### src/shfr_pkg.sv
// Package for the sync-header frame receiver.
// Holds the frame constants and the beat type shared by all modules.
// No dependencies.
`default_nettype none

package shfr_pkg;

  // Frame delimiters and the legal message type range.
  localparam logic [7:0] HdrFirst  = 8'hAA;
  localparam logic [7:0] HdrSecond = 8'h55;
  localparam logic [7:0] TypeLow   = 8'hC0;
  localparam logic [7:0] TypeHigh  = 8'hC9;

  // Byte positions within a 16-byte frame.
  localparam int unsigned PosW = 4;
  localparam logic [PosW-1:0] PosHdr1    = 4'd0;
  localparam logic [PosW-1:0] PosHdr2    = 4'd1;
  localparam logic [PosW-1:0] PosType    = 4'd2;
  localparam logic [PosW-1:0] PosPayLo   = 4'd3;
  localparam logic [PosW-1:0] PosPayHi   = 4'd14;
  localparam logic [PosW-1:0] PosCheck   = 4'd15;

  // Twelve payload bytes.
  localparam int unsigned PayBytes = 12;
  localparam int unsigned PayW     = PayBytes * 8;

  // One registered input byte on its way to the parser.
  typedef struct packed {
    logic       valid;
    logic [7:0] data;
  } shfr_beat_t;

endpackage : shfr_pkg

`default_nettype wire

### src/shfr_in_stage.sv
// Input register of the frame receiver.
// Depends on shfr_pkg for the beat type.
`default_nettype none

module shfr_in_stage
  import shfr_pkg::*;
(
  input  wire logic       clk,
  input  wire logic       rst_n,
  input  wire logic       in_valid,
  output logic            in_ready,
  input  wire logic [7:0] in_rx_byte,
  input  wire logic       take,
  output shfr_beat_t      beat
);

  logic       valid_r;
  logic       valid_nxt;
  logic [7:0] data_r;

  // The register is free when empty or when its byte leaves this cycle.
  assign in_ready = !valid_r || take;

  always_comb begin
    valid_nxt = valid_r;
    if (in_ready) begin
      valid_nxt = in_valid;
    end
  end

  // Control state is reset; the data byte is not.
  always_ff @(posedge clk) begin
    if (!rst_n) begin
      valid_r <= 1'b0;
    end else begin
      valid_r <= valid_nxt;
    end
  end

  always_ff @(posedge clk) begin
    if (in_ready && in_valid) begin
      data_r <= in_rx_byte;
    end
  end

  assign beat.valid = valid_r;
  assign beat.data  = data_r;

endmodule : shfr_in_stage

`default_nettype wire

### src/shfr_parser.sv
// Frame parser: byte position, running sum, payload shift line and result register.
// Depends on shfr_pkg for frame constants and the beat type.
`default_nettype none

module shfr_parser
  import shfr_pkg::*;
(
  input  wire logic        clk,
  input  wire logic        rst_n,
  input  wire shfr_beat_t  beat,
  output logic             take,
  output logic             out_valid,
  input  wire logic        out_ready,
  output logic [7:0]       out_msg_type,
  output logic [31:0]      out_payload_head,
  output logic [63:0]      out_payload_tail,
  output logic             out_checksum_ok
);

  logic [PosW-1:0] pos_r,  pos_nxt;
  logic [7:0]      sum_r,  sum_nxt;
  logic [7:0]      type_r, type_nxt;
  logic [PayW-1:0] pay_r;
  logic            pay_shift;
  logic            emit;
  logic            out_valid_r, out_valid_nxt;
  logic [7:0]      out_type_r;
  logic [PayW-1:0] out_pay_r;
  logic            out_ok_r;
  logic [7:0]      b;

  assign b = beat.data;

  // A byte is consumed whenever the result register can take a new transaction.
  assign take = beat.valid && (!out_valid_r || out_ready);

  // Next-state logic for one received byte.
  always_comb begin
    pos_nxt   = pos_r;
    sum_nxt   = sum_r;
    type_nxt  = type_r;
    pay_shift = 1'b0;
    emit      = 1'b0;
    if (take) begin
      case (pos_r)
        PosHdr1: begin
          if (b == HdrFirst) begin
            sum_nxt = b;
            pos_nxt = PosHdr2;
          end else begin
            sum_nxt = 8'd0;
            pos_nxt = PosHdr1;
          end
        end
        PosHdr2: begin
          if (b == HdrSecond) begin
            sum_nxt = sum_r + b;
            pos_nxt = PosType;
          end else begin
            sum_nxt = 8'd0;
            pos_nxt = PosHdr1;
          end
        end
        PosType: begin
          if (b inside {[TypeLow:TypeHigh]}) begin
            type_nxt = b;
            sum_nxt  = sum_r + b;
            pos_nxt  = PosPayLo;
          end else begin
            sum_nxt = 8'd0;
            pos_nxt = PosHdr1;
          end
        end
        PosCheck: begin
          emit    = 1'b1;
          sum_nxt = 8'd0;
          pos_nxt = PosHdr1;
        end
        default: begin
          // Payload bytes, positions three to fourteen.
          pay_shift = 1'b1;
          sum_nxt   = sum_r + b;
          pos_nxt   = pos_r + 4'd1;
        end
      endcase
    end
  end

  // The result register empties when taken and fills at a checksum byte.
  always_comb begin
    out_valid_nxt = out_valid_r;
    if (out_valid_r && out_ready) begin
      out_valid_nxt = 1'b0;
    end
    if (emit) begin
      out_valid_nxt = 1'b1;
    end
  end

  always_ff @(posedge clk) begin
    if (!rst_n) begin
      pos_r       <= PosHdr1;
      sum_r       <= 8'd0;
      type_r      <= 8'd0;
      out_valid_r <= 1'b0;
    end else begin
      pos_r       <= pos_nxt;
      sum_r       <= sum_nxt;
      type_r      <= type_nxt;
      out_valid_r <= out_valid_nxt;
    end
  end

  // Payload shift line: the first payload byte ends up in the top byte.
  always_ff @(posedge clk) begin
    if (pay_shift) begin
      pay_r <= {pay_r[PayW-9:0], b};
    end
  end

  // Result payload, loaded with the checksum byte.
  always_ff @(posedge clk) begin
    if (emit) begin
      out_type_r <= type_r;
      out_pay_r  <= pay_r;
      out_ok_r   <= (b == sum_r);
    end
  end

  assign out_valid        = out_valid_r;
  assign out_msg_type     = out_type_r;
  assign out_payload_head = out_pay_r[PayW-1 -: 32];
  assign out_payload_tail = out_pay_r[63:0];
  assign out_checksum_ok  = out_ok_r;

  // A new result only follows a checksum byte.
  a_emit_at_check: assert property (@(posedge clk) disable iff (!rst_n)
    emit |-> (pos_r == PosCheck) && take)
    else $error("result produced away from the checksum byte");

  // Waiting for the first header byte always means an empty sum.
  a_sum_clear: assert property (@(posedge clk) disable iff (!rst_n)
    (pos_r == PosHdr1) |-> (sum_r == 8'd0))
    else $error("running sum not cleared at frame start");

  // A stalled result freezes the frame position.
  a_stall_hold: assert property (@(posedge clk) disable iff (!rst_n)
    (out_valid_r && !out_ready) |=> $stable(pos_r))
    else $error("frame advanced while result stalled");

  // Delivered type is always within the legal range.
  a_type_range: assert property (@(posedge clk) disable iff (!rst_n)
    out_valid_r |-> (out_type_r >= TypeLow) && (out_type_r <= TypeHigh))
    else $error("message type out of range");

endmodule : shfr_parser

`default_nettype wire

### src/sync_header_frame_receiver_unit.sv
// Top level of the sync-header frame receiver.
// Depends on shfr_pkg, shfr_in_stage and shfr_parser.
//
//  Channel | Direction | Handshake            | Payload
//  in_     | input     | in_valid / in_ready   | in_rx_byte[7:0]
//  out_    | output    | out_valid / out_ready | out_msg_type, out_payload_head,
//          |           |                       | out_payload_tail, out_checksum_ok
//
// One byte is accepted per cycle unless a result waiting on out_ready stalls it;
// a frame result follows its checksum byte through the input, then the result register.
// Reset (rst_n low, synchronous) returns the receiver to awaiting a header.
// While a result waits on out_ready, one further byte is held in the input register.
// Payload bytes are kept in a shift line of twelve bytes.
`default_nettype none

module sync_header_frame_receiver_unit
  import shfr_pkg::*;
(
  input  wire logic        clk,
  input  wire logic        rst_n,
  input  wire logic        in_valid,
  output logic             in_ready,
  input  wire logic [7:0]  in_rx_byte,
  output logic             out_valid,
  input  wire logic        out_ready,
  output logic [7:0]       out_msg_type,
  output logic [31:0]      out_payload_head,
  output logic [63:0]      out_payload_tail,
  output logic             out_checksum_ok
);

  shfr_beat_t beat;
  logic       take;

  shfr_in_stage u_in_stage (
    .clk        (clk),
    .rst_n      (rst_n),
    .in_valid   (in_valid),
    .in_ready   (in_ready),
    .in_rx_byte (in_rx_byte),
    .take       (take),
    .beat       (beat)
  );

  shfr_parser u_parser (
    .clk              (clk),
    .rst_n            (rst_n),
    .beat             (beat),
    .take             (take),
    .out_valid        (out_valid),
    .out_ready        (out_ready),
    .out_msg_type     (out_msg_type),
    .out_payload_head (out_payload_head),
    .out_payload_tail (out_payload_tail),
    .out_checksum_ok  (out_checksum_ok)
  );

endmodule : sync_header_frame_receiver_unit

`default_nettype wire

### config.mk
export PLATFORM = sky130hd
export DESIGN_NAME = sync_header_frame_receiver_unit
export DESIGN_NICKNAME = d
export VERILOG_FILES = /design/src/shfr_pkg.sv /design/src/shfr_in_stage.sv /design/src/shfr_parser.sv /design/src/sync_header_frame_receiver_unit.sv
export SDC_FILE = /design/constraint.sdc
export NUM_CORES = 1
export LEC_CHECK = 0
export ABC_CLOCK_PERIOD_IN_PS = 7210
export BUFFER_PORTS_ARGS = -buffer_cell sky130_fd_sc_hd__buf_2
export CAP_MARGIN = 15
export CORE_MARGIN = 1.5
export CORE_UTILIZATION = 36
export DETAILED_ROUTE_END_ITERATION = 10
export GPL_TIMING_DRIVEN = 1
export MAX_ROUTING_LAYER = met4
export PLACE_DENSITY = 0.52
export SLEW_MARGIN = 20
export SYNTH_ARGS = -nofsm -noshare
export SYNTH_HDL_FRONTEND = slang
export SYNTH_HIERARCHICAL = 1
export SYNTH_SLANG_ARGS = --single-unit
### constraint.sdc
create_clock -name clk -period 7.21 [get_ports clk]
set_clock_uncertainty 0.2 [all_clocks]
set_input_delay 1.0815 -clock clk [delete_from_list [all_inputs] [get_ports clk]]
set_output_delay 1.0815 -clock clk [all_outputs]
set_load 0.05 [all_outputs]
==> Word-level counts from Yosys, hierarchy flattened <==
Cells that the tools add are included.
{ "word_totals": {"regBits": 231, "output_inout_bits": 107, "wordCells": 46} }
{ "classes": {"n_addsub": 2, "magnitude_cmp": 2, "eq_ne": 6, "muxes": 14, "reduce_logical": 12} }
{ "op_table": {"columns": ["operator", "n"], "rows": [
  ["8-bit one-hot mux with 4 select lines", 1],
  ["8-bit 2-to-1 mux", 3],
  ["4-bit one-hot mux with 4 select lines", 1],
  ["8-bit adder", 1],
  ["8-bit by 7-bit equality test with 1-bit output, second input constant", 1],
  ["8-bit equality test", 1],
  ["8-bit equality test, second input constant", 1],
  ["8-bit greater-or-equal comparator, second input constant", 1],
  ["8-bit <= comparator, second input constant", 1],
  ["1-bit 2-to-1 mux", 7],
  ["4-bit by 1-bit adder with 4-bit output, second input constant", 1],
  ["4-bit by 1-bit equality test with 1-bit output, second input constant", 1],
  ["4-bit by 2-bit equality test with 1-bit output, second input constant", 1],
  ["4-bit equality test, second input constant", 1],
  ["1-bit logical AND", 4],
  ["4-bit zero test", 1],
  ["2-bit 2-to-1 mux", 2],
  ["4-bit OR reduction", 1],
  ["3-bit AND reduction", 1],
  ["1-bit zero test", 2],
  ["1-bit logical OR", 2],
  ["2-bit nonzero test", 1]
]} }

==> Longest topological paths before layout <==
{ "depth": {"word_depth": 5, "ltp_mapped": 8} }

==> By module <==
The synthesis kept the hierarchy.
{ "by_module_without_submodules": {"columns": ["module", "n_inst", "cells_per_inst", "area_per_inst_um2", "seq_area_each_um2"], "rows": [
  ["shfr_parser", 1, 346, 7358.3, 6456.2],
  ["shfr_in_stage", 1, 14, 305.3, 260.2]
]} }

==> Least setup slack after synthesis <==
Ideal clock, no wire load.
{ "synth_path": {"kind": "input to register", "start": "input out_ready", "end": "register u_parser.pay_r[0], enable pin", "setup_time_ns": 0.552, "arrival_ns": 5.368, "required_time_ns": 6.458, "slack_ns": 1.090, "stages": 3, "path_buffers": 0, "path_cell_list": "nand2b_1 -> nand2_2 -> nor2_1"} }
{ "synth_between": {"elab_chain_len": 3} }
{ "synth_lines": {"columns": ["element", "line_no", "text"], "rows": [
  ["start: declaration", "sync_header_frame_receiver_unit.sv:25", "input wire logic out_ready,"],
  ["1-bit logical OR", "shfr_parser.sv:35", "assign take = beat.valid && (!out_valid_r || out_ready);"],
  ["1-bit logical AND", "shfr_parser.sv:35", null],
  ["1-bit 2-to-1 mux", "shfr_parser.sv:44", "if (take) begin"],
  ["via u_parser.pay_shift", "shfr_parser.sv:24", "logic pay_shift;"],
  ["end signal: assignment", "shfr_parser.sv:117", "pay_r <= {pay_r[PayW-9:0], b};"],
  ["end: declaration", "shfr_parser.sv:23", "logic [PayW-1:0] pay_r;"]
]} }
The timed path passes the listed nets, and every way through them passes these cells.
A chain may end at the register's enable or synchronous reset.

==> Final worst setup path <==
{ "layout_path": {"start": "input out_ready", "end": "output in_ready"} }
{ "layout_between": {"elab_chain_len": 3} }
{ "layout_lines": {"columns": ["element", "line_no", "text"], "rows": [
  ["1-bit logical OR", "shfr_parser.sv:35", null],
  ["1-bit logical AND", "shfr_parser.sv:35", null],
  ["via take", "sync_header_frame_receiver_unit.sv:33", "logic take;"],
  ["1-bit logical OR", "shfr_in_stage.sv:22", "assign in_ready = !valid_r || take;"],
  ["end: declaration", "sync_header_frame_receiver_unit.sv:22", "output logic in_ready,"]
]} }
The timed path passes the listed nets, and every way through them passes these cells.

==> results.cfg <==
[grt]
grt_pass1_vias = 3602
antenna_found_initial = 0
use_met3_pct = 2.81
use_met1_pct = 14.9
grt_max_degree = 86
grt_pass1_wl_um = 19300
top_usage_layer = met2
met2_usage_pct = 17.9
track_usage_pct = 11.5
grt_overflow_total = 0

[clock_network]
h-tree-depth = 1
cts_hold_buf = 0
cts_tree = yes
cts_root_buf = clkbuf_16
clock_latency_ns = 0.51
cts_made_buffers = 24
path_clk_slew_ns = 0.06
cts.sinks = 231
cts_buffer_depth = 3
cts_setup_buffers = 0
cts.repair.resized = 0

[yosys]
synth_edf_count = 209
yosys.area.top_type_share_pct = 81.9
ys_seq_area_share_pct = 87.6
yosys-top-cells-area = edfxtp_1 (82%), dfxtp_1 (5.7%), ha_1 (1.8%)
syn_area_sq_mm = 0.00766
syn-num-nets = 384
synth_cell_type_count = 52
syn-instance-count = 360
synth_warnings = 6
synth-async-reset-ratio_pct = 0
synth_flop_cell = edfxtp_1
synth-seq-cells = 231
yosysTopAreaCell = edfxtp_1
syn_area_per_cell_sq_um = 21.3

[worst_setup_path]
cp_max_fo = 16
endpoint_kind = output pin
critPathTopFamily = buffers and inverters
cp_slowest_cell = inv_1
crit_path_start_kind = primary input
cp_slowest_stage_delay_ns = 0.46
critical_path.cell_chain = buf_2 -> nand2b_1 -> nand2_2 -> inv_1 -> nand2b_4 -> buf_2
worstPathArrival_ns = 2.43
required_ns = 5.93
critPathMostFrequentCell = buf_2
crit_buf_inv = 3
critical_path_class = primary input to output pin

[detailed_routing]
drc_errors = 0
vias = 3580
wl_per_cell_um = 15.8
detail-route-antenna-nets = 0
viasPerCell = 4.52
drt-total-wl_um = 12500
drt_iter0_drc = 265
firstDrtPassIters = 4

[run_status]
outcome = finished, final reports clean

[power]
switchingPower_mw = 0.533
seqPwrFrac_pct = 51.8
combPwrFrac_pct = 1.9
powerDensity_mw_per_mm2 = 303
swShare_pct = 18.6
internal-power_mw = 2.34
peakVddDrop_v = 0.000163
power_leakage_nw = 3.32
pwr-share-clk_pct = 46.3

[sta]
finalHoldViolCount = 0
setup_slack_ns = 3.50
worst_pin_slew_ns = 0.915
fmax_mhz = 270
rsz0062_at_grt = false
finalSetupViolCount = 0
post-route-period-util_pct = 51.4
finalMaxSlewViolations = 0
relSlewSlack_pct = 39.0
min_period_ns = 3.71
finalSetupTns_ns = 0

[place]
post-place-ws_ns = 3.12
hpwl_um = 7880
portBuffers = 118
gp_congestion = 0.822

[final_layout]
drive_gt1_share_pct = 34.0
layout_commonest_cell = edfxtp_1
area_growth_pct = 23.4
antenna_cells = 0
fin_nets = 524
mostFrequentLayoutCells = edfxtp_1 (209), buf_2 (118), clkbuf_16 (24), dfxtp_1 (22)

[hold_path]
hp-class = flip-flop to flip-flop

[floorplan]
die_area_sq_mm = 0.0222
die_w_um = 149
rows = 53
core-area_sq_mm = 0.0210
io_pins = 119
initial_core_util_pct = 36.6
die_y_um = 149

[flow_run]
maxCapViolCount = 0
cell usage after synthesis, types with 5 or more instances:
master / number
nand2_1: 8
ha_1: 11
a21oi_1: 7
nor2b_1: 5
a21boi_0: 5
edfxtp_1: 209
o21ai_0: 11
nand3_1: 7
nor2_1: 8
inv_1: 8
dfxtp_1: 22
area by class of cell:
class                           count  area (sq um)
Fill cell                        1844         11500
Inverter                            8          32.5
Multi-Input combinational cell    115           886
Timing Repair Buffer              120           609
Sequential cell                   231          6720
Tap cell                          275           344
Clock inverter                     15           236
Clock buffer                       28           636
worst paths after layout:
| path | start | to | slack, ns | depth (start not counted) |
|---|---|---|---|---|
| setup / recovery | out_ready | in_ready | 3.50 | 6 |
| hold / removal | u_parser/pay_r[88]$_DFFE_PP_ | u_parser/out_pay_r[88]$_DFFE_PP_ | 0.22 | 0 |
| setup reg to reg | u_parser/pos_r[0]$_SDFFE_PN0P_ | u_parser/pay_r[14]$_DFFE_PP_ | 3.94 | 6 |
| hold reg to reg | u_parser/pay_r[88]$_DFFE_PP_ | u_parser/out_pay_r[88]$_DFFE_PP_ | 0.22 | 0 |
power by group through the flow:
stage / logic [mW] / clock network (mW) / registers, mW
floorplan: 0.0428 / 0 / 1.51
global placement: 0.0544 / 0 / 1.51
detailed placement: 0.0562 / 0 / 1.51
CTS: 0.0565 / 1.37 / 1.49
global route: 0.0628 / 1.42 / 1.49
finish: 0.0559 / 1.33 / 1.49
kinds of logic after synthesis:
| group | Yosys count | share of synthesized area, % |
|---|---|---|
| compound gates | 40 | 3.79 |
| xor+xnor | 5 | 0.571 |
| fa+ha+maj | 12 | 2.06 |
| buf+inv | 14 | 0.898 |
| flops | 231 | 87.6 |
| mux | 4 | 0.522 |
| simple gates | 54 | 4.52 |
per-stage QoR:
| stage | instances | area (sq um) | total power [mW] | util [%] | hold slack (ns) |
|---|---|---|---|---|---|
| after floorplan | 360 | 7660 | 1.55 | - | 0.200 |
| after global placement | 749 | 8580 | 1.57 | 41.0 | 0.202 |
| after detailed placement | 749 | 8580 | 1.57 | 41.0 | 0.208 |
| after CTS | 792 | 9460 | 2.91 | 45.1 | 0.217 |
| after global routing | 792 | 9460 | 2.97 | 45.1 | 0.221 |
| final | 792 | 9460 | 2.87 | 45.1 | 0.217 |
per-layer routing:
| metal | part of all wire, % | routed length (um) | vias to the layer above |
|---|---|---|---|
| li1 | - | - | 1691 |
| met1 | 44 | 5520 | 1733 |
| met2 | 47 | 5860 | 132 |
| met3 | 6.7 | 845 | 24 |
| met4 | 2.5 | 314 | 0 |
| met5 | 0 | 0 | - |
state kept, by name, indices dropped and copies added, names as in the netlist:
register and count:
u_in_stage/data_r 8, u_parser/sum_r 8, u_parser/type_r 8, u_parser/out_msg_type 8, u_parser/out_valid 1, u_parser/pay_r 96
u_parser/out_checksum_ok 1, u_parser/pos_r 4, u_parser/out_pay_r 96, u_in_stage/valid_r 1
No activity file was read; power rests on OpenSTA's default activity.
